<file path="src/hw/rtl/sha1md_pkg.sv">
// Shared types, constants and round functions for the SHA-1 digest core.
package sha1md_pkg;

  localparam int unsigned NumWords   = 5;
  localparam int unsigned WinDepth   = 16;
  localparam int unsigned NumRounds  = 80;

  localparam logic [6:0] RoundLast  = 7'(NumRounds - 1);
  localparam logic [5:0] PosFull    = 6'd63;
  localparam logic [5:0] PosLength  = 6'd56;
  localparam logic [7:0] PadMark    = 8'h80;
  localparam logic [2:0] IdxLast    = 3'(NumWords - 1);

  // Initial chaining values, H0 in slice 0
  localparam logic [NumWords-1:0][31:0] HInit = {
    32'hC3D2E1F0, 32'h10325476, 32'h98BADCFE, 32'hEFCDAB89, 32'h67452301
  };

  typedef enum logic [1:0] {
    BYTE_DATA,
    BYTE_MARK,
    BYTE_ZERO
  } byte_src_e;

  // Commands from the controller to the datapath
  typedef struct packed {
    logic      put_byte;
    byte_src_e byte_src;
    logic      count_byte;
    logic      push_len_hi;
    logic      push_len_lo;
    logic      load;
    logic      round;
    logic      add;
    logic      restart;
    logic [2:0] out_idx;
  } cmd_t;

  // Status from the datapath to the controller
  typedef struct packed {
    logic blk_full;
    logic at_length;
    logic round_last;
  } sts_t;

  // Round constant by round number
  function automatic logic [31:0] round_const(input logic [6:0] t);
    logic [31:0] k;
    if (t < 7'd20) begin
      k = 32'h5A827999;
    end else if (t < 7'd40) begin
      k = 32'h6ED9EBA1;
    end else if (t < 7'd60) begin
      k = 32'h8F1BBCDC;
    end else begin
      k = 32'hCA62C1D6;
    end
    return k;
  endfunction

  // Round function by round number
  function automatic logic [31:0] round_func(input logic [6:0] t, input logic [31:0] b,
                                             input logic [31:0] c, input logic [31:0] d);
    logic [31:0] f;
    if (t < 7'd20) begin
      f = (b & c) | (~b & d);
    end else if (t >= 7'd40 && t < 7'd60) begin
      f = (b & c) | (b & d) | (c & d);
    end else begin
      f = b ^ c ^ d;
    end
    return f;
  endfunction

endpackage

</file>
<file path="src/hw/rtl/sha1md_ctrl.sv">
// Controller state machine: byte intake, padding, compression sequencing, digest output.
module sha1md_ctrl import sha1md_pkg::*; (
  input  logic clk_i,
  input  logic rst_ni,
  input  logic in_valid_i,
  output logic in_stall_o,
  input  logic last_byte_i,
  input  logic empty_message_i,
  output logic out_valid_o,
  input  logic out_stall_i,
  output logic last_word_o,
  input  sts_t sts_i,
  output cmd_t cmd_o
);

  typedef enum logic [2:0] {
    S_IDLE,
    S_ROUND,
    S_ADD,
    S_MARK,
    S_ZERO,
    S_LEN_HI,
    S_LEN_LO,
    S_OUT
  } state_e;

  state_e     state_q, state_d;
  state_e     ret_q, ret_d;
  logic [2:0] idx_q, idx_d;

  logic in_acc, out_acc;

  assign in_acc  = in_valid_i && !in_stall_o;
  assign out_acc = out_valid_o && !out_stall_i;

  assign in_stall_o  = (state_q != S_IDLE);
  assign out_valid_o = (state_q == S_OUT);
  assign last_word_o = (idx_q == IdxLast);

  // Decode commands and next state
  always_comb begin
    state_d = state_q;
    ret_d   = ret_q;
    idx_d   = idx_q;
    cmd_o   = '0;
    cmd_o.byte_src = BYTE_DATA;
    cmd_o.out_idx  = idx_q;
    case (state_q)
      S_IDLE: begin
        if (in_acc) begin
          if (empty_message_i) begin
            state_d = S_MARK;
          end else begin
            cmd_o.put_byte   = 1'b1;
            cmd_o.count_byte = 1'b1;
            if (sts_i.blk_full) begin
              cmd_o.load = 1'b1;
              ret_d      = last_byte_i ? S_MARK : S_IDLE;
              state_d    = S_ROUND;
            end else if (last_byte_i) begin
              state_d = S_MARK;
            end
          end
        end
      end
      S_ROUND: begin
        cmd_o.round = 1'b1;
        if (sts_i.round_last) begin
          state_d = S_ADD;
        end
      end
      S_ADD: begin
        cmd_o.add = 1'b1;
        state_d   = ret_q;
      end
      S_MARK: begin
        cmd_o.put_byte = 1'b1;
        cmd_o.byte_src = BYTE_MARK;
        if (sts_i.blk_full) begin
          cmd_o.load = 1'b1;
          ret_d      = S_ZERO;
          state_d    = S_ROUND;
        end else begin
          state_d = S_ZERO;
        end
      end
      S_ZERO: begin
        if (sts_i.at_length) begin
          state_d = S_LEN_HI;
        end else begin
          cmd_o.put_byte = 1'b1;
          cmd_o.byte_src = BYTE_ZERO;
          if (sts_i.blk_full) begin
            cmd_o.load = 1'b1;
            ret_d      = S_ZERO;
            state_d    = S_ROUND;
          end
        end
      end
      S_LEN_HI: begin
        cmd_o.push_len_hi = 1'b1;
        state_d = S_LEN_LO;
      end
      S_LEN_LO: begin
        cmd_o.push_len_lo = 1'b1;
        cmd_o.load        = 1'b1;
        ret_d   = S_OUT;
        state_d = S_ROUND;
      end
      S_OUT: begin
        if (out_acc) begin
          if (idx_q == IdxLast) begin
            cmd_o.restart = 1'b1;
            idx_d   = '0;
            state_d = S_IDLE;
          end else begin
            idx_d = idx_q + 3'd1;
          end
        end
      end
      default: begin
        state_d = S_IDLE;
      end
    endcase
  end

  // Hold state, return state and output index
  always_ff @(posedge clk_i or negedge rst_ni) begin
    if (!rst_ni) begin
      state_q <= S_IDLE;
      ret_q   <= S_IDLE;
      idx_q   <= '0;
    end else begin
      state_q <= state_d;
      ret_q   <= ret_d;
      idx_q   <= idx_d;
    end
  end

endmodule

</file>
<file path="src/hw/rtl/sha1md_dp.sv">
// Datapath: byte packing, message schedule window, round registers and chaining words.
module sha1md_dp import sha1md_pkg::*; (
  input  logic        clk_i,
  input  logic        rst_ni,
  input  logic [7:0]  data_byte_i,
  input  cmd_t        cmd_i,
  output sts_t        sts_o,
  output logic [31:0] digest_word_o
);

  logic [NumWords-1:0][31:0] h_q;
  logic [31:0]               work_q [NumWords];
  logic [31:0]               win_q  [WinDepth];
  logic [23:0]               acc_q;
  logic [63:0]               cnt_q;
  logic [5:0]                pos_q;
  logic [6:0]                rc_q;

  logic [7:0]  byte_val;
  logic [31:0] sched_w, wt, tmp, push_w;
  logic        shift_en;

  // Select the byte to pack
  always_comb begin
    case (cmd_i.byte_src)
      BYTE_DATA: byte_val = data_byte_i;
      BYTE_MARK: byte_val = PadMark;
      BYTE_ZERO: byte_val = 8'h00;
      default:   byte_val = 8'h00;
    endcase
  end

  // Schedule word: replay the loaded words, then expand
  assign sched_w = win_q[13] ^ win_q[8] ^ win_q[2] ^ win_q[0];
  assign wt      = (rc_q < 7'd16) ? win_q[0] : {sched_w[30:0], sched_w[31]};

  assign tmp = {work_q[0][26:0], work_q[0][31:27]}
             + round_func(rc_q, work_q[1], work_q[2], work_q[3])
             + work_q[4] + wt + round_const(rc_q);

  // Word entering the window
  always_comb begin
    if (cmd_i.round) begin
      push_w = wt;
    end else if (cmd_i.push_len_hi) begin
      push_w = cnt_q[63:32];
    end else if (cmd_i.push_len_lo) begin
      push_w = cnt_q[31:0];
    end else begin
      push_w = {acc_q, byte_val};
    end
  end

  assign shift_en = cmd_i.round || cmd_i.push_len_hi || cmd_i.push_len_lo ||
                    (cmd_i.put_byte && (pos_q[1:0] == 2'd3));

  assign sts_o.blk_full   = (pos_q == PosFull);
  assign sts_o.at_length  = (pos_q == PosLength);
  assign sts_o.round_last = (rc_q == RoundLast);

  assign digest_word_o = h_q[cmd_i.out_idx];

  // Shift the schedule window and pack bytes
  always_ff @(posedge clk_i) begin
    if (shift_en) begin
      for (int i = 0; i < WinDepth - 1; i++) begin
        win_q[i] <= win_q[i+1];
      end
      win_q[WinDepth-1] <= push_w;
    end
    if (cmd_i.put_byte) begin
      case (pos_q[1:0])
        2'd0:    acc_q[23:16] <= byte_val;
        2'd1:    acc_q[15:8]  <= byte_val;
        2'd2:    acc_q[7:0]   <= byte_val;
        default: acc_q        <= acc_q;
      endcase
    end
  end

  // Load and advance the working registers
  always_ff @(posedge clk_i) begin
    if (cmd_i.load) begin
      for (int i = 0; i < NumWords; i++) begin
        work_q[i] <= h_q[i];
      end
    end else if (cmd_i.round) begin
      work_q[0] <= tmp;
      work_q[1] <= work_q[0];
      work_q[2] <= {work_q[1][1:0], work_q[1][31:2]};
      work_q[3] <= work_q[2];
      work_q[4] <= work_q[3];
    end
  end

  // Hold chaining words, bit count, byte position and round counter
  always_ff @(posedge clk_i or negedge rst_ni) begin
    if (!rst_ni) begin
      h_q   <= HInit;
      cnt_q <= '0;
      pos_q <= '0;
      rc_q  <= '0;
    end else begin
      if (cmd_i.restart) begin
        h_q   <= HInit;
        cnt_q <= '0;
        pos_q <= '0;
      end else begin
        if (cmd_i.add) begin
          for (int i = 0; i < NumWords; i++) begin
            h_q[i] <= h_q[i] + work_q[i];
          end
        end
        if (cmd_i.count_byte) begin
          cnt_q <= cnt_q + 64'd8;
        end
        if (cmd_i.put_byte) begin
          pos_q <= pos_q + 6'd1;
        end else if (cmd_i.push_len_hi || cmd_i.push_len_lo) begin
          pos_q <= pos_q + 6'd4;
        end
      end
      if (cmd_i.load) begin
        rc_q <= '0;
      end else if (cmd_i.round) begin
        rc_q <= rc_q + 7'd1;
      end
    end
  end

endmodule

</file>
<file path="src/hw/rtl/sha1_message_digest_core.sv">
// Top level of the SHA-1 message digest core: controller plus datapath.
//
//   channel | direction | handshake            | payload
//   --------+-----------+----------------------+---------------------------------------
//   in      | request   | in_valid_i/in_stall_o | data_byte_i, last_byte_i, empty_message_i
//   out     | result    | out_valid_o/out_stall_i| digest_word_o, word_index_o, last_word_o
//
// The byte that fills a 64-byte block stalls intake while the block is compressed
// (80 rounds on the shared round unit, then one chaining add).
// Ending a message adds a marker byte, zero fill up to the length slot, two length
// words and one or two compressions, then shows five output words.
// in_stall_o is high from the end of a message until its fifth word is taken.
// Reset loads the initial chaining values and clears the length and byte position.
module sha1_message_digest_core import sha1md_pkg::*; (
  input  logic        clk_i,
  input  logic        rst_ni,
  input  logic        in_valid_i,
  output logic        in_stall_o,
  input  logic [7:0]  data_byte_i,
  input  logic        last_byte_i,
  input  logic        empty_message_i,
  output logic        out_valid_o,
  input  logic        out_stall_i,
  output logic [31:0] digest_word_o,
  output logic [2:0]  word_index_o,
  output logic        last_word_o
);

  cmd_t cmd;
  sts_t sts;

  sha1md_ctrl u_ctrl (
    .clk_i           (clk_i),
    .rst_ni          (rst_ni),
    .in_valid_i      (in_valid_i),
    .in_stall_o      (in_stall_o),
    .last_byte_i     (last_byte_i),
    .empty_message_i (empty_message_i),
    .out_valid_o     (out_valid_o),
    .out_stall_i     (out_stall_i),
    .last_word_o     (last_word_o),
    .sts_i           (sts),
    .cmd_o           (cmd)
  );

  sha1md_dp u_dp (
    .clk_i         (clk_i),
    .rst_ni        (rst_ni),
    .data_byte_i   (data_byte_i),
    .cmd_i         (cmd),
    .sts_o         (sts),
    .digest_word_o (digest_word_o)
  );

  assign word_index_o = cmd.out_idx;

endmodule

</file>
<file path="config.mk">
export PLATFORM = sky130hd
export DESIGN_NAME = sha1_message_digest_core
export DESIGN_NICKNAME = d
export VERILOG_FILES = /design/src/hw/rtl/sha1md_pkg.sv /design/src/hw/rtl/sha1md_ctrl.sv /design/src/hw/rtl/sha1md_dp.sv /design/src/hw/rtl/sha1_message_digest_core.sv
export SDC_FILE = /design/constraint.sdc
export NUM_CORES = 2
export LEC_CHECK = 0
export BUFFER_PORTS_ARGS = -buffer_cell sky130_fd_sc_hd__buf_2
export CELL_PAD_IN_SITES_DETAIL_PLACEMENT = 1
export CELL_PAD_IN_SITES_GLOBAL_PLACEMENT = 2
export CORE_MARGIN = 2
export CORE_UTILIZATION = 35
export CTS_CLUSTER_DIAMETER = 30
export DETAILED_ROUTE_END_ITERATION = 10
export PLACE_DENSITY_LB_ADDON = 0.1
export SYNTH_ARGS = -nofsm -noshare
export SYNTH_HDL_FRONTEND = slang
export SYNTH_HIERARCHICAL = 1
export SYNTH_SLANG_ARGS = --single-unit
</file>
<file path="constraint.sdc">
create_clock -name clk_i -period 30.7 [get_ports clk_i]
set_clock_uncertainty 0.1 [all_clocks]
set_input_delay 3.07 -clock clk_i [delete_from_list [all_inputs] [get_ports clk_i]]
set_output_delay 3.07 -clock clk_i [all_outputs]
set_load 0.05 [all_outputs]
</file>
# --- Yosys cells after proc, flatten, opt, wreduce, memory -nomap -nowiden ---
# Memories as Yosys holds them, arrays and structs flattened.
# Index checks and enable logic that the tools add are counted.
totals:
  reg_bits: 270
  mem_bits_rw: 672
  input_bits: 14
  word_cells: 173
  n_memories: 2
mem_list:
  columns: ["memory", "words", "width", "rd", "rd_clocked_by_memory_dff", "write_ports", "line_no", "text"]
  rows:
  - ["u_dp.win_q", 16, 32, 16, 0, 16, "sha1md_dp.sv:13", "logic [31:0] win_q [WinDepth];"]
  - ["u_dp.work_q", 5, 32, 5, 0, 5, "sha1md_dp.sv:12", "logic [31:0] work_q [NumWords];"]
op_classes:
  n_addsub: 14
  n_lt_le_gt_ge: 6
  n_eq_ne: 24
  n_mux: 70
  bitwise: 18
  reduce_logical: 25
ops:
  columns: ["op", "n"]
  rows:
  - ["$mux W32", 14]
  - ["$mux W160", 2]
  - ["$add A32 B32 Y32", 9]
  - ["$xor A32 B32 Y32", 5]
  - ["$and A32 B32 Y32", 4]
  - ["$mux W64", 2]
  - ["$bmux W32 S3", 1]
  - ["$or A32 B32 Y32", 3]
  - ["$add A64 B4 Y64 const B", 1]
  - ["$mux W3", 17]
  - ["$not A32 Y32", 1]
  - ["$mux W31", 1]
  - ["$pmux W3 S8", 1]
  - ["$mux W1", 21]
  - ["$mux W6", 3]
  - ["$pmux W8 S2", 1]
  - ["$eq A3 B3 Y1 const B", 5]
  - ["$lt A7 B5 Y1 const B", 2]
  - ["$lt A7 B6 Y1 const B", 2]
  - ["$mux W7", 2]
  - ["$eq A6 B6 Y1 const B", 2]
  - ["$ne A2 B2 Y1 const B", 6]
  - ["$pmux W3 S4", 1]
  - ["$reduce_and A2 Y1", 4]
  - ["29 further kinds", 47]

# --- Logic depth before layout (Yosys ltp) ---
# An unclocked memory read counts as a cell.
depth:
  word_depth: 11
  ltp_mapped: 25
  ltp_nobuf: 22

# --- By module ---
# The synthesis kept the hierarchy.
by_module_without_submodules:
  columns: ["module", "instances", "cells_per_inst", "area_per_inst_um2", "seq_area_each_um2"]
  rows:
  - ["sha1md_dp", 1, 4416, 49613.8, 26855.8]
  - ["sha1md_ctrl", 1, 77, 618.1, 200.2]

# --- Worst setup path before layout ---
# Ideal clock, no wire load.
synth_path:
  path_kind: "input-to-reg"
  startpoint: "in in_valid_i"
  endpoint: "mem u_dp.win_q[0][0], enable pin"
  setup_time_ns: 3.676
  arrival_time_ns: 12.030
  required_ns: 26.924
  path_slack_ns: 14.894
  path_stages: 6
  path_cell_list: "nor3b_1 > o21ai_0 > nand2b_1 > clkbuf_1 > a21oi_1 > nand2_1"
synth_lines:
  columns: ["item", "line_no", "text"]
  rows:
  - ["from (decl)", "sha1_message_digest_core.sv:17", "input logic in_valid_i,"]
  - ["to (decl)", "sha1md_dp.sv:13", null]

==> tab_implementation.tex <==
\begin{tabular}{lr}
\hline
Metric & Value \\
\hline
\multicolumn{2}{l}{\textbf{Pwr}} \\
\quad Leakage power & 25.8 nW \\
\quad Power per standard cell area & between 100 and 150 nW/um2 \\
\quad Net switching fraction of the power & 40.0\% \\
\quad Power Internal & just over 5 mW \\
\quad Part of the power in registers & 21.9\% \\
\quad Switching component of the power & 3.38 mW \\
\quad Overall Power & approximately 8.4 mW \\
\quad Share of power burned in the clock network & 31.4\% \\
\quad Combinational fraction of design power & 46.7\% \\
\quad VDD IR max & about 0.00015 V \\
\multicolumn{2}{l}{\textbf{Setup path}} \\
\quad Worst endpoint required time & between 30 and 40 ns \\
\quad Reg2reg setup slack & 23.05 ns \\
\quad Type of origin of the critical path & flop \\
\quad Type of element capturing the critical path & flop \\
\quad Launching instance or port of the critical path & u\_dp/rc\_q[3] \\
\quad Critical Path Slowest Stage Cell & nor2b\_1 \\
\quad Worst EP arrival & 8.11 ns \\
\quad Cells on worst reg2reg path & 22 \\
\quad Worst path cell trace & nand4\_1, nor2b\_1, and2\_2, buf\_4, inv\_2, buf\_4, nand2\_1, a31oi\_1, fa\_1, inv\_1, fa\_1, inv\_1, ha\_1, nand3\_1, o211ai\_1, o2111ai\_1, a2111oi\_0, a21oi\_1, o21ai\_1, a31oi\_1, xor2\_1, o21ai\_0 \\
\quad Largest fanout on the critical path & 28 \\
\quad Capture point of the worst reg-to-reg path & u\_dp/work\_q[0][30] \\
\quad Reg-to-Reg Start & u\_dp/rc\_q[3] \\
\quad Delay contributed by the slowest stage of the critical path & 0.97 ns \\
\quad CP endpoint & u\_dp/work\_q[0][30] \\
\quad Category of the critical setup timing path & reg -> reg \\
\multicolumn{2}{l}{\textbf{Clocking}} \\
\quad Longest Clk Path Bufs & 4 \\
\quad CTS buffer count & 282 \\
\quad Sink count of the clock tree & 938 \\
\quad TritonCTS clock tree & yes \\
\quad Number of post-CTS setup repair buffers & 0 \\
\quad Insertion delay of the later-clocked pin in the worst-skew pair & 0.87 ns \\
\quad Cts repair resizes & 0 \\
\quad H-Tree Depth & 5 \\
\quad CTS clock-pin slew for the worst setup and hold paths & 0.05 ns \\
\quad Number of buffers inserted by hold repair at cts & 0 \\
\quad Root cell of the clock tree & clkbuf\_16 \\
\multicolumn{2}{l}{\textbf{Route}} \\
\quad Final WL & 159,000 um \\
\quad Via count & 35,468 \\
\quad Iter 0 DRT Violations & 2,322 \\
\quad Count of antenna-violating nets left after detailed routing & 0 \\
\quad Via/cell ratio & 5.20 \\
\quad \# DRC & 0 \\
\quad Routed WL per cell & about 23 um \\
\quad Drt pass-1 iters & 5 \\
\multicolumn{2}{l}{\textbf{Layout}} \\
\quad NumNets Final & 5,043 \\
\quad Sequential cell area & 27,100 um2 \\
\quad Final cell area excluding filler cells & 61,300 um2 \\
\quad Share of layout cells above drive strength 1 & 12.9\% \\
\quad Area growth from synthesis to layout & 22.1\% \\
\quad Final Non-Filler Cells & 6,815 \\
\quad \# fillers & between 15,000 and 20,000 \\
\quad Total area of multi-input combinational cells & about 21,000 um2 \\
\multicolumn{2}{l}{\textbf{Logic synthesis}} \\
\quad Synthesized area divided by synthesized cell count & about 11 um2 \\
\quad Cell accounting for the most synthesized area & edfxtp\_1 \\
\quad YS warnings & 6 \\
\quad Ranking of synthesized cells by instance count & 696 x edfxtp\_1, 605 x nand2\_1, 333 x nor2\_1, 294 x inv\_1, 278 x a21oi\_1 \\
\quad Leading cell types by total area after synthesis & edfxtp\_1 42\%, dfrtp\_1 8.1\%, ha\_1 5.1\%, fa\_1 5.0\%, nand2\_1 4.5\% \\
\quad Async S/R FF share, synth & 25.8\% \\
\quad Top-area cell type share of the netlist area & 41.6\% \\
\quad Number of distinct library cells after synthesis & 96 \\
\quad Synth Register Bits & 938 \\
\quad Most instantiated flip-flop cell in the synthesis netlist & edfxtp\_1 \\
\quad Number of instances in the synthesized netlist & 4,493 \\
\quad Mapped cell area & 50,200 um2 \\
\quad Cell with the most instances after synthesis & edfxtp\_1 \\
\quad Synthesized netlist net count & 4,835 \\
\quad Number of synthesized flops with an enable pin & $\sim$700 \\
\quad Sequential area share after synthesis & 53.9\% \\
\multicolumn{2}{l}{\textbf{Floorplan}} \\
\quad Area of the die & 147,000 um2 \\
\quad Number of rows created at floorplan & 139 \\
\quad Chip width & 383 um \\
\quad Die Span Y & approximately 380 um \\
\quad Area of the core region & 143,000 um2 \\
\quad Starting density of the core & 35.1\% \\
\quad Number of I/O pins & 52 \\
\multicolumn{2}{l}{\textbf{Timing}} \\
\quad Max-slew violation count & 0 \\
\quad Setup violators final & 0 \\
\quad Tightest hold margin & roughly 0.28 ns \\
\quad Final hold violations & 0 \\
\quad Transition at the pin with the smallest max-transition slack & 1.23 ns \\
\quad Post-route minimum period & around 7.7 ns \\
\quad Worst rel slew slack & between 15 and 20\% \\
\quad RSZ-0062 raised after global routing & no \\
\quad Setup TNS & 0 ns \\
\quad Upper clock frequency limit & approximately 130 MHz \\
\quad Final worst-path cycle share & 24.9\% \\
\multicolumn{2}{l}{\textbf{Placed design}} \\
\quad Routability congestion estimate & a little over 0.8 \\
\quad Cell count after placement & 6,320 \\
\quad DPL Wire Length & 111,000 um \\
\quad Count of buffers inserted at the top-level ports & a little over 50 \\
\quad Post-detailed-placement cell area & 52,700 um2 \\
\multicolumn{2}{l}{\textbf{Global routing}} \\
\quad Antenna violations before repair & 3 \\
\quad First-pass GRT wire length & between 200,000 and 250,000 um \\
\quad Via count of the first global-routing pass & 37,341 \\
\quad Global route total overflow & 0 \\
\quad Global-route usage over all layers & roughly 22\% \\
\quad Maximum number of pins on one net before global-route repair & 200 \\
\multicolumn{2}{l}{\textbf{Outcome}} \\
\quad Status & finished clean \\
\multicolumn{2}{l}{\textbf{Worst hold path}} \\
\quad Tightest Hold Check Type & reg -> reg \\
\multicolumn{2}{l}{\textbf{Flow run}} \\
\quad Count of maximum capacitance violations & 0 \\
\hline
\end{tabular}
-- logic make-up after synthesis --
logic type	after synthesis	synth area share (%)
AOI/OAI and AO/OA	963	12.1
DFF	938	53.9
and+or+nand+nor	1323	11.7
muxes	181	3.66
buffers and inverters	468	3.52
xor gates and xnor gates	292	5.09
adders and majority gates	328	10.0
-- cells in the final DEF, fill, tap and decap left out, types with 36 or more instances in the layout --
cell,n
edfxtp_1,696
nand2_1,602
nor2_1,329
inv_1,292
clkbuf_16,283
a21oi_1,278
o21ai_0,207
ha_1,203
xnor2_1,199
mux2i_1,171
dfrtp_1,159
fa_1,125
xor2_1,93
a21o_1,85
dfstp_2,80
nand3_1,74
clkbuf_1,62
a211oi_1,62
buf_2,50
nor2b_1,48
clkinv_2,46
a31oi_1,45
buf_4,43
nor3_1,41
o22ai_1,40
and3_1,37
clkinv_1,36
-- state kept, by name, indices dropped and copies added, names as in the netlist --
| signal | cells |
|---|---|
| u_ctrl/ret_q | 2 |
| u_dp/acc_q | 24 |
| u_dp/win_q | 512 |
| u_dp/rc_q | 7 |
| u_ctrl/idx_q | 3 |
| u_dp/cnt_q | 61 |
| u_dp/work_q | 160 |
| u_ctrl/state_q | 3 |
| u_dp/pos_q | 6 |
| u_dp/h_q | 160 |
-- routing by layer --
| layer | up-vias | wire length, um | track usage [%] |
|---|---|---|---|
| met5 | - | 0 | 0 |
| met4 | 0 | 4590 | 7.25 |
| met3 | 288 | 5250 | 3.31 |
| met2 | 627 | 73500 | 34.7 |
| met1 | 18011 | 75900 | 30.7 |
| li1 | 16542 | - | - |
-- worst min path at each step --
stage / startpoint / end / slack [ns] / depth (start not counted)
5_1_grt: u_dp/win_q[0][123] / u_dp/win_q[0][91] / 0.29 / 0
4_1_cts: u_dp/win_q[0][123] / u_dp/win_q[0][91] / 0.28 / 0
3_3_place_gp: u_dp/win_q[1][75] / u_dp/win_q[1][43] / 0.30 / 0
2_1_floorplan: u_dp/win_q[0][32] / u_dp/win_q[0][0] / 0.30 / 0
3_5_place_dp: u_dp/win_q[0][251] / u_dp/win_q[0][219] / 0.31 / 0
6_report: u_dp/win_q[0][123] / u_dp/win_q[0][91] / 0.28 / 0
-- power groups by stage --
stage / combinational, mW / clock (mW) / sequential (mW)
after global placement: 3.86 / 0 / 1.88
after detailed placement: 3.93 / 0 / 1.88
after CTS: 3.96 / 2.71 / 1.86
after floorplan: 2.84 / 0 / 1.79
after global routing: 4.44 / 2.78 / 1.87
final: 3.95 / 2.65 / 1.85
-- layout make-up --
class                   count  share of cell area, %
diodes                      1                0.00408
well taps                1903                   3.88
flip-flops and latches    938                   44.1
clock inverters           137                   1.94
repair buffers             96                   1.02
multi-input cells        3087                   35.0
clock buffers             357                   12.2
inverters                 296                   1.82
-- stage by stage --
stage               worst slack (ns)  utilization, %
global placement               23.36            36.8
global route                   22.73            42.9
detailed placement             23.16            36.8
finish                         23.05            42.9
CTS                            23.13            42.9
floorplan                      14.89               -
-- critical path, delay by kind of cell, from the launching register on --
| family | cells | cell delay, ns |
|---|---|---|
| AOI/OAI and AO/OA | 8 | 2.62 |
| xor gates and xnor gates | 1 | 0.15 |
| adders and majority gates | 3 | 1.38 |
| buffers and inverters | 5 | 0.95 |
| DFF | 1 | 0.45 |
| and+or+nand+nor | 5 | 1.64 |
Power figures use the tool's default switching activity.
